<file path="src/rtl/core/lsbse_pkg.sv">
// Shared types, codes and channel tables for the LSB pixel hiding block.
package lsbse_pkg;

    localparam int unsigned BYTE_BITS  = 8;
    localparam int unsigned PIXEL_W    = 32;
    localparam int unsigned PAYLOAD_W  = 8;
    localparam int unsigned CFG_ADDR_W = 3;
    localparam int unsigned CFG_DATA_W = 32;
    localparam int unsigned MAX_CHANS  = 4;

    // Pixel format codes as written to the format register.
    typedef enum logic [1:0] {
        FMT_GRAY8    = 2'd0,
        FMT_RGB555A1 = 2'd1,
        FMT_RGB24    = 2'd2,
        FMT_ARGB32   = 2'd3
    } pix_fmt_t;

    // Direction codes.
    typedef enum logic {
        DIR_EMBED   = 1'b0,
        DIR_EXTRACT = 1'b1
    } dir_t;

    // Register index, taken from the word address bit.
    localparam logic REG_DIRECTION    = 1'b0;
    localparam logic REG_PIXEL_FORMAT = 1'b1;

    localparam pix_fmt_t FMT_RESET = FMT_RGB24;
    localparam dir_t     DIR_RESET = DIR_EMBED;

    // Input item: pixel in the low bits, payload byte above it.
    typedef struct packed {
        logic [PAYLOAD_W-1:0] payload_byte;
        logic [PIXEL_W-1:0]   pixel_in;
    } in_item_t;

    // Result item data: pixel in the low bits, extracted byte above it.
    typedef struct packed {
        logic [PAYLOAD_W-1:0] byte_out;
        logic [PIXEL_W-1:0]   pixel_out;
    } out_item_t;

    // Number of channels that carry payload bits.
    function automatic logic [2:0] chan_count(pix_fmt_t fmt);
        logic [2:0] n;
        begin
            case (fmt)
                FMT_GRAY8:    n = 3'd1;
                FMT_RGB555A1: n = 3'd3;
                FMT_RGB24:    n = 3'd3;
                FMT_ARGB32:   n = 3'd4;
                default:      n = 3'd1;
            endcase
            return n;
        end
    endfunction

    // Payload bits carried by each channel.
    function automatic logic [1:0] chan_bits(pix_fmt_t fmt);
        begin
            return (fmt == FMT_ARGB32) ? 2'd2 : 2'd1;
        end
    endfunction

    // Bit position of a channel's least significant bit within the pixel.
    function automatic logic [4:0] chan_pos(pix_fmt_t fmt, logic [1:0] chan);
        logic [4:0] p;
        begin
            case (fmt)
                FMT_RGB555A1: begin
                    case (chan)
                        2'd1:    p = 5'd5;
                        2'd2:    p = 5'd10;
                        default: p = 5'd0;
                    endcase
                end
                FMT_RGB24:  p = (chan == 2'd3) ? 5'd0 : {chan, 3'b000};
                FMT_ARGB32: p = {chan, 3'b000};
                default:    p = 5'd0;
            endcase
            return p;
        end
    endfunction

endpackage

</file>
<file path="src/rtl/core/lsb_pixel_stego_embed_extract.sv">
// LSB pixel hiding block: embeds payload bytes into, or extracts them from,
// the low bits of the colour channels of a pixel stream.
// Input channel s_*: one pixel and one payload byte per item. The payload
// byte is only used when the bit cursor stands at the start of a byte.
// Result channel m_*: the pixel (modified when embedding, unchanged when
// extracting), the extracted byte and, in m_tuser, a flag that is set when
// this pixel completed a byte.
// The APB port holds the direction (address 0) and the pixel format
// (address 4); the user must write them only while the stream is idle,
// which the block does not enforce. Accepted items pass one input register,
// then the channel logic and the cursor update, then the result register.
// One item is accepted every cycle while the receiver takes results; the
// rate is set by the cursor update, which has to finish before the next
// pixel. When the receiver stalls, the result register holds its item and
// one further item waits in the input register; s_tready falls only once
// both are full. Reset clears both stages, the bit cursor, the held and
// gathered bytes, and sets embed direction with the 24-bit format.
module lsb_pixel_stego_embed_extract (
    input  logic        aclk,
    input  logic        aresetn,
    // Configuration port
    input  logic        psel,
    input  logic        penable,
    input  logic        pwrite,
    input  logic [lsbse_pkg::CFG_ADDR_W-1:0] paddr,
    input  logic [lsbse_pkg::CFG_DATA_W-1:0] pwdata,
    output logic [lsbse_pkg::CFG_DATA_W-1:0] prdata,
    output logic        pready,
    // Input stream
    input  logic        s_tvalid,
    output logic        s_tready,
    input  logic [39:0] s_tdata,   // pixel_in [31:0], payload_byte [39:32]
    // Result stream
    output logic        m_tvalid,
    input  logic        m_tready,
    output logic [39:0] m_tdata,   // pixel_out [31:0], byte_out [39:32]
    output logic [0:0]  m_tuser    // byte_valid [0]
);

    lsbse_pkg::dir_t     dir_reg;
    lsbse_pkg::pix_fmt_t fmt_reg;

    logic                st_valid_reg;
    lsbse_pkg::in_item_t st_item_reg;
    logic                out_valid_reg;
    lsbse_pkg::out_item_t out_item_reg;
    logic                out_flag_reg;

    logic [2:0] bits_done_reg;
    logic [7:0] held_reg;
    logic [7:0] gath_reg;

    logic       out_load;
    logic       st_fire;
    logic       cfg_wr;

    logic [2:0] bits_done_next;
    logic [7:0] held_next;
    logic [7:0] gath_next;
    logic [31:0] pix_next;
    logic [7:0] byte_next;
    logic       done_next;

    // Handshake: the result register loads when empty or being drained.
    assign out_load = !out_valid_reg || m_tready;
    assign st_fire  = st_valid_reg && out_load;
    assign s_tready = !st_valid_reg || out_load;

    assign m_tvalid   = out_valid_reg;
    assign m_tdata    = out_item_reg;
    assign m_tuser[0] = out_flag_reg;

    // Configuration registers.
    assign pready = 1'b1;
    assign cfg_wr = psel && penable && pwrite && pready;

    always_comb begin
        if (paddr[2] == lsbse_pkg::REG_PIXEL_FORMAT) begin
            prdata = {30'd0, fmt_reg};
        end else begin
            prdata = {31'd0, dir_reg};
        end
    end

    always_ff @(posedge aclk) begin
        if (!aresetn) begin
            dir_reg <= lsbse_pkg::DIR_RESET;
            fmt_reg <= lsbse_pkg::FMT_RESET;
        end else if (cfg_wr) begin
            if (paddr[2] == lsbse_pkg::REG_PIXEL_FORMAT) begin
                fmt_reg <= lsbse_pkg::pix_fmt_t'(pwdata[1:0]);
            end else begin
                dir_reg <= lsbse_pkg::dir_t'(pwdata[0]);
            end
        end
    end

    // Channel logic: walk the format's channels while the byte has bits left.
    always_comb begin
        logic [3:0] pos;
        logic [1:0] nbits;
        logic [1:0] mask;
        logic [1:0] v;
        logic [4:0] sh;
        logic [2:0] cnt;
        logic [7:0] held;
        logic [7:0] gath;
        logic [31:0] pix;

        pos   = {1'b0, bits_done_reg};
        nbits = lsbse_pkg::chan_bits(fmt_reg);
        mask  = (nbits == 2'd2) ? 2'b11 : 2'b01;
        cnt   = lsbse_pkg::chan_count(fmt_reg);
        held  = (bits_done_reg == 3'd0) ? st_item_reg.payload_byte : held_reg;
        gath  = (bits_done_reg == 3'd0) ? 8'd0 : gath_reg;
        pix   = st_item_reg.pixel_in;
        v     = 2'd0;
        sh    = 5'd0;

        for (int c = 0; c < lsbse_pkg::MAX_CHANS; c++) begin
            if (3'(c) < cnt && pos < 4'(lsbse_pkg::BYTE_BITS)) begin
                sh = lsbse_pkg::chan_pos(fmt_reg, 2'(c));
                if (dir_reg == lsbse_pkg::DIR_EXTRACT) begin
                    v    = 2'(pix >> sh) & mask;
                    gath = gath | 8'({6'd0, v} << pos[2:0]);
                end else begin
                    v   = 2'(held >> pos[2:0]) & mask;
                    pix = (pix & ~(32'(mask) << sh)) | (32'(v) << sh);
                end
                pos = pos + 4'(nbits);
            end
        end

        done_next      = (pos >= 4'(lsbse_pkg::BYTE_BITS));
        bits_done_next = done_next ? 3'd0 : pos[2:0];
        held_next      = held;
        gath_next      = gath;
        pix_next       = pix;
        byte_next      = (done_next && dir_reg == lsbse_pkg::DIR_EXTRACT) ? gath : 8'd0;
    end

    // Input register, cursor state and result register.
    always_ff @(posedge aclk) begin
        if (!aresetn) begin
            st_valid_reg  <= 1'b0;
            out_valid_reg <= 1'b0;
            bits_done_reg <= 3'd0;
            held_reg      <= 8'd0;
            gath_reg      <= 8'd0;
        end else begin
            if (s_tvalid && s_tready) begin
                st_valid_reg <= 1'b1;
            end else if (st_fire) begin
                st_valid_reg <= 1'b0;
            end
            if (out_load) begin
                out_valid_reg <= st_valid_reg;
            end
            if (st_fire) begin
                bits_done_reg <= bits_done_next;
                held_reg      <= held_next;
                gath_reg      <= gath_next;
            end
        end
    end

    always_ff @(posedge aclk) begin
        if (s_tvalid && s_tready) begin
            st_item_reg <= lsbse_pkg::in_item_t'(s_tdata);
        end
        if (st_fire) begin
            out_item_reg.pixel_out <= pix_next;
            out_item_reg.byte_out  <= byte_next;
            out_flag_reg           <= done_next;
        end
    end

endmodule

</file>
<file path="config.mk">
export PLATFORM = sky130hd
export DESIGN_NAME = lsb_pixel_stego_embed_extract
export DESIGN_NICKNAME = d
export VERILOG_FILES = /design/src/rtl/core/lsbse_pkg.sv /design/src/rtl/core/lsb_pixel_stego_embed_extract.sv
export SDC_FILE = /design/constraint.sdc
export NUM_CORES = 1
export LEC_CHECK = 0
export BUFFER_PORTS_ARGS = -buffer_cell sky130_fd_sc_hd__buf_2
export CAP_MARGIN = 10
export CELL_PAD_IN_SITES_DETAIL_PLACEMENT = 0
export CELL_PAD_IN_SITES_GLOBAL_PLACEMENT = 1
export CORE_AREA = 2 2 123 125
export DETAILED_ROUTE_END_ITERATION = 8
export DIE_AREA = 0 0 125 127
export PLACE_DENSITY_LB_ADDON = 0.2
export SETUP_SLACK_MARGIN = 0.2
export SLEW_MARGIN = 40
export SYNTH_ARGS = -nofsm -noshare
export SYNTH_HDL_FRONTEND = slang
export SYNTH_SLANG_ARGS = --single-unit
</file>
<file path="constraint.sdc">
create_clock -name aclk -period 5.5 [get_ports aclk]
set_clock_uncertainty 0.05 [all_clocks]
set_input_delay 0.275 -clock aclk [delete_from_list [all_inputs] [get_ports aclk]]
set_output_delay 0.275 -clock aclk [all_outputs]
set_load 0.005 [all_outputs]
</file>
======== Word level (Yosys, flattened, before mapping) ========
Index checks and enable logic that the tools add are counted.
Widths: inputs -> output; s select.
word-level totals
  latch bits .............................. 0
  memories ................................ 0
  output and inout port bits .............. 76
  register bits after elaboration ......... 105
  input bits .............................. 82
  ROM bits ................................ 0
  bits in writable memories ............... 0
operators by class
  bitwise gates (word level) .............. 25
  reduce and logical (&&, ||, !) cells .... 19
  add/sub/neg operators ................... 4
  divide/modulo/power cells ............... 0
  equality and inequality tests ........... 4
  magnitude comparators ................... 8
  multipliers ............................. 0
  mux-type cells .......................... 36
  shift operators ......................... 20
operator list
  cell                count
  $mux 32             8
  $shl 2x5->32        8
  $and 32x32->32      4
  $not 32->32         4
  $or 32x32->32       4
  $shr 32x5->2        4
  $mux 8              10
  $or 8x8->8          4
  $shl 2x3->8         4
  $shr 8x3->2         4
  $mux 5              5
  $and 2x2->2         8
  $mux 4              4
  $add 4x2->4         3
  $lt 4x4->1 const B  3
  $pmux 5 s2          1
  $pmux 3 s3          1
  $logic_and 1x1->1   8
  $pmux 4 s2          1
  $eq 2x2->1 const B  3
  $lt 1x3->1 const A  2
  $lt 2x3->1 const A  2
  $mux 2              3
  $add 3x2->4         1
  12 further kinds    17

======== Depth between registers and ports, before layout ========
  word-level depth ........................ 25
  depth in mapped cells ................... 21

======== Least setup slack after synthesis ========
Ideal clock, no wire load.
  path type ............................... register to register
  start point ............................. register fmt_reg[1]
  end point ............................... register out_item_reg, in the netlist m_tdata[24], data pin
  stages on the path, launching flop included .. 22
  path slack .............................. 774 ps
  buffers on the path ..................... 4
  arrival time ............................ 4496 ps
  period minus slack after synthesis ...... 4726 ps
  setup time .............................. 180 ps
  cell sequence ........................... dfxtp_1 buf_2 and2_1 buf_4 inv_2 ha_1 ha_1 clkinv_1 xnor2_1 ha_1 buf_2 a21oi_4 xnor2_1 ha_1 or3b_2 a21oi_1 o41ai_2 o31ai_2 buf_2 mux2i_1 mux2i_1 o311ai_1
between the ends
  cells in the longest elaborated chain, start to end .. 22
  elaborated cells between the ends (all ways) .. 67
ends and longest elaborated chain
  element                                                              RTL line                              text
  start: declaration                                                   lsb_pixel_stego_embed_extract.sv:41   lsbse_pkg::pix_fmt_t fmt_reg;
  start signal: assignment                                             lsb_pixel_stego_embed_extract.sv:88   fmt_reg <= lsbse_pkg::FMT_RESET;
  start signal: assignment                                             lsb_pixel_stego_embed_extract.sv:91   fmt_reg <= lsbse_pkg::pix_fmt_t'(pwdata[1:0]);
  parallel branches: the longest is 21 deep, another holds $lt 4x4->1  n/a
  $mux 32 (*)                                                          lsb_pixel_stego_embed_extract.sv:121  if (3'(c) < cnt && pos < 4'(lsbse_pkg::BYTE_BITS)) begin
  via pix_next[24]                                                     lsb_pixel_stego_embed_extract.sv:60   logic [31:0] pix_next;
  end: declaration                                                     lsb_pixel_stego_embed_extract.sv:46   lsbse_pkg::out_item_t out_item_reg;
Mark *: on every way through the listed nets, which the timed path passes. The select of a mux whose other input is x is not followed.
A chain may end at the register's enable or synchronous reset.

======== Worst setup path after layout ========
Same ends and word-level chain as after synthesis.

==> summary.txt <==
Synth
  – Synth Instances: roughly 520
  – Most area-hungry cell type in the Yosys netlist: edfxtp_1
  – Yosys top cell area share: 0.4186
  – Synth top area cells: edfxtp_1 42%, dfxtp_1 8.3%, buf_4 4.1%
  – Ys async rst share: 0
  – Yosys warning count: 0
  – Flops & latches, synth: about 110
  – Syn Area/Cell: approximately 11 µm²
  – Netlist cell types: approximately 80
  – Post-synth EDFFs: 81
  – Leading register cell type out of synthesis: edfxtp_1
  – Sequential share of the synthesized area: 0.5013
  – Synthesized area: roughly 5800 µm²

Global routing
  – Global-route wire length before repair: between 20000 and 25000 µm
  – Largest net degree at the start of global routing: 74
  – Grt ovf: 0
  – Initial antenna violation count: 0
  – Overall routing resource usage: 0.1782
  – Vias in the first global route: around 4300

Detailed routing
  – DR DRC count: 0
  – Routed met2 length: 7150 µm
  – Metal3 WL: between 600 and 700 µm
  – Top layer in use: met4
  – Drt pass-1 iters: 5
  – Via total after detailed routing: approximately 4300
  – Wl on met1: 6112 µm
  – Post-DRT Antenna Nets: 0
  – DR iter-0 viols: 300
  – WL final: between 10000 and 15000 µm
  – Vias per std cell: between 5 and 6
  – Wirelength per Cell: ~18 µm

Setup path
  – CP Max Fanout: 11
  – CP Launch Type: flop
  – CP max-delay cell: o31ai_4
  – Critical Path AT: 4.63 ns
  – Cell family with most CP delay: adder cells
  – CP required: roughly 5.6 ns
  – Most frequent CP cell: ha_1
  – Worst setup path category: flop to flop
  – Crit path largest cell delay: 0.52 ns
  – CP bufs+invs: 2
  – Critical path cell sequence: and2_1 -> inv_2 -> ha_1 -> ha_1 -> clkinv_1 -> xnor2_1 -> ha_1 -> a21oi_4 -> xnor2_1 -> ha_1 -> a31oi_1 -> a211o_1 -> a22oi_1 -> o31ai_4 -> mux4_2 -> or3_1 -> o311ai_1
  – Critical Path End Type: flop

Final layout
  – Storage element area: about 2900 µm²
  – Post-route cell area: 6689 µm²
  – Layout fillers: between 1000 and 1500
  – Non-filler instance count after layout: slightly below 800
  – Share of layout cells above drive strength 1: 0.2935
  – Synth-to-layout area growth: 15.12%
  – Nets: 688
  – Core Util, Final: 0.4637
  – Multi-input gate area: around 2600 µm²
  – Diode count: 0

STA
  – Fin crit period: 4.511 ns
  – RSZ-0062 raised after global routing: no
  – Setup Viol. Count Final: 0
  – Slew Limit Fails: 0
  – Sum of negative setup slack: 0 ns
  – FMAX: 0.2217 GHz
  – Tcrit/Tclk final: 0.8201
  – Worst slew margin: 0.5096
  – Slew @ Worst Pin: between 0.7 and 0.8 ns
  – PnR worst setup slack: slightly below 1 ns
  – Fin. Hold Viols: 0

Floorplan
  – Number of top-level pins: 158
  – Placement Rows: 44
  – Die extent in y: between 100 and 150 µm
  – Initial core utilization: 0.4028
  – Die W: ~130 µm
  – CORE AREA: about 14000 µm²
  – Die ar.: ~16000 µm²

Place
  – Post-place instance area: 6345 µm²
  – Placed cell count: 770
  – GPL Wtd Cong: about 0.9
  – HPWL after detailed placement: just over 10000 µm
  – PortBufs: 94
  – Post-Place Worst Slack: 1.005 ns

Clocking
  – Postcts setup bufs: 0
  – CTS Buffer Depth: 2
  – Post-cts resize count: 0
  – CTS tree: yes
  – Clk slew on worst S/H paths: approximately 0.07 ns
  – Clock latency on the worst-skew pair: about 0.35 ns
  – Post-cts hold buffer count: 0
  – # clock sinks: around 110
  – CTS root buf: clkbuf_16
  – # H-tree levels: 3
  – CTS buffer count: 9

Outcome
  – Status: completed

Pwr
  – Cell area power density: roughly 360 nW/µm²
  – Max VDD drop: between 0.2 and 0.25 mV
  – P_leak: 2.662 nW

Run
  – # Max-Cap Violations: 0

Worst hold path
  – Worst hold path type: primary input to flop
-- cells by family (layout without fill, tap and decap cells) --
family                     Yosys count  in the layout  synth area share
DFF                                105            105            0.5013
buffers and inverters               82            139           0.08010
xor gates and xnor gates             8              8           0.01206
and+or+nand+nor                    140            140            0.1262
other                                2             31          0.001292
muxes                               40             40           0.09044
AOI/OAI and AO/OA                  130            130            0.1677
adders and majority gates           10             10           0.02089
-- worst paths after layout --
kind | slack, ns | cells after the start | from | to
hold reg to reg | 0.37 | 0 | st_item_reg[18]$_DFFE_PP_ | m_tdata[18]$_DFFE_PP_
setup / recovery | 0.99 | 17 | fmt_reg[1]$_SDFFE_PN1P_ | m_tdata[24]$_DFFE_PP_
setup reg to reg | 0.99 | 17 | fmt_reg[1]$_SDFFE_PN1P_ | m_tdata[24]$_DFFE_PP_
hold / removal | 0.04 | 1 | s_tdata[23] | st_item_reg[23]$_DFFE_PP_
-- synth_stat cells, types with 3 or more instances --
cell and count:
buf_4 32, o221ai_1 4, o211ai_1 4, buf_2 10
mux2i_1 21, a31oi_1 10, o211a_1 8, nand2b_1 4
or2_2 3, a32o_1 5, buf_6 3, nor3_1 13
and3_1 6, o21ai_1 3, nor2_1 18, nand3b_1 4
o21ai_0 25, nand4_1 9, dfxtp_1 24, and2_1 8
edfxtp_1 81, a21boi_0 4, mux2_2 10, o31ai_1 5
xnor2_1 7, a21o_1 4, clkbuf_1 28, inv_1 6
nor2b_1 8, mux4_2 9, nand2_1 43, a211oi_1 3
a21oi_1 19, nand3_1 11, ha_1 8
-- report_power, final --
part           internal (W)  switching [W]
clock network      0.000362       0.000295
registers          0.000910      0.0000295
logic              0.000333       0.000459
-- worst register-to-register path, cell delays in order, from the launching register on --
cell and delay, ns:
dfxtp_1 0.31, and2_1 0.17, inv_2 0.25, ha_1 0.35, ha_1 0.29, clkinv_1 0.07, xnor2_1 0.07, ha_1 0.46
a21oi_4 0.10, xnor2_1 0.15, ha_1 0.24, a31oi_1 0.26, a211o_1 0.15, a22oi_1 0.09, o31ai_4 0.52, mux4_2 0.40
or3_1 0.32, o311ai_1 0.10
-- per-layer routing --
layer,vias to the layer above,track usage
met2,129,0.3024
met1,2127,0.2287
met4,0,0.06078
met3,14,0.03685
met5,-,0
li1,2064,-
-- through the flow --
| stage | hold slack, ns | power (W) |
|---|---|---|
| finish | 0.04000 | 0.002389 |
| global route | 0.02010 | 0.002515 |
| CTS | 0.02231 | 0.002405 |
| detailed placement | 0.3554 | 0.001739 |
| global placement | 0.3504 | 0.001720 |
| floorplan | 0.3239 | 0.001526 |
-- layout by cell type, fill, tap and decap left out, drive strengths merged, types with 7 or more instances in the layout --
cell type and n:
o21ai 29, a31oi 11, ha 8, dfxtp 24, mux4 9, nor2 18
and2 8, conb 31, nand2 43, nor2b 8, clkbuf 9, xnor2 7
buf 114, a21oi 21, nand4 9, inv 11, edfxtp 81, nand3 12
o211a 9, mux2i 21, nor3 15, mux2 10
-- cell type report --
type | instances | area share
Clock buffer | 9 | 0.03367
Clock inverter | 7 | 0.01309
Inverter | 9 | 0.005425
Multi-Input combinational cell | 359 | 0.3833
Sequential cell | 105 | 0.4355
Tap cell | 184 | 0.03442
Timing Repair Buffer | 114 | 0.09465
No activity file was read; power rests on OpenSTA's default activity.
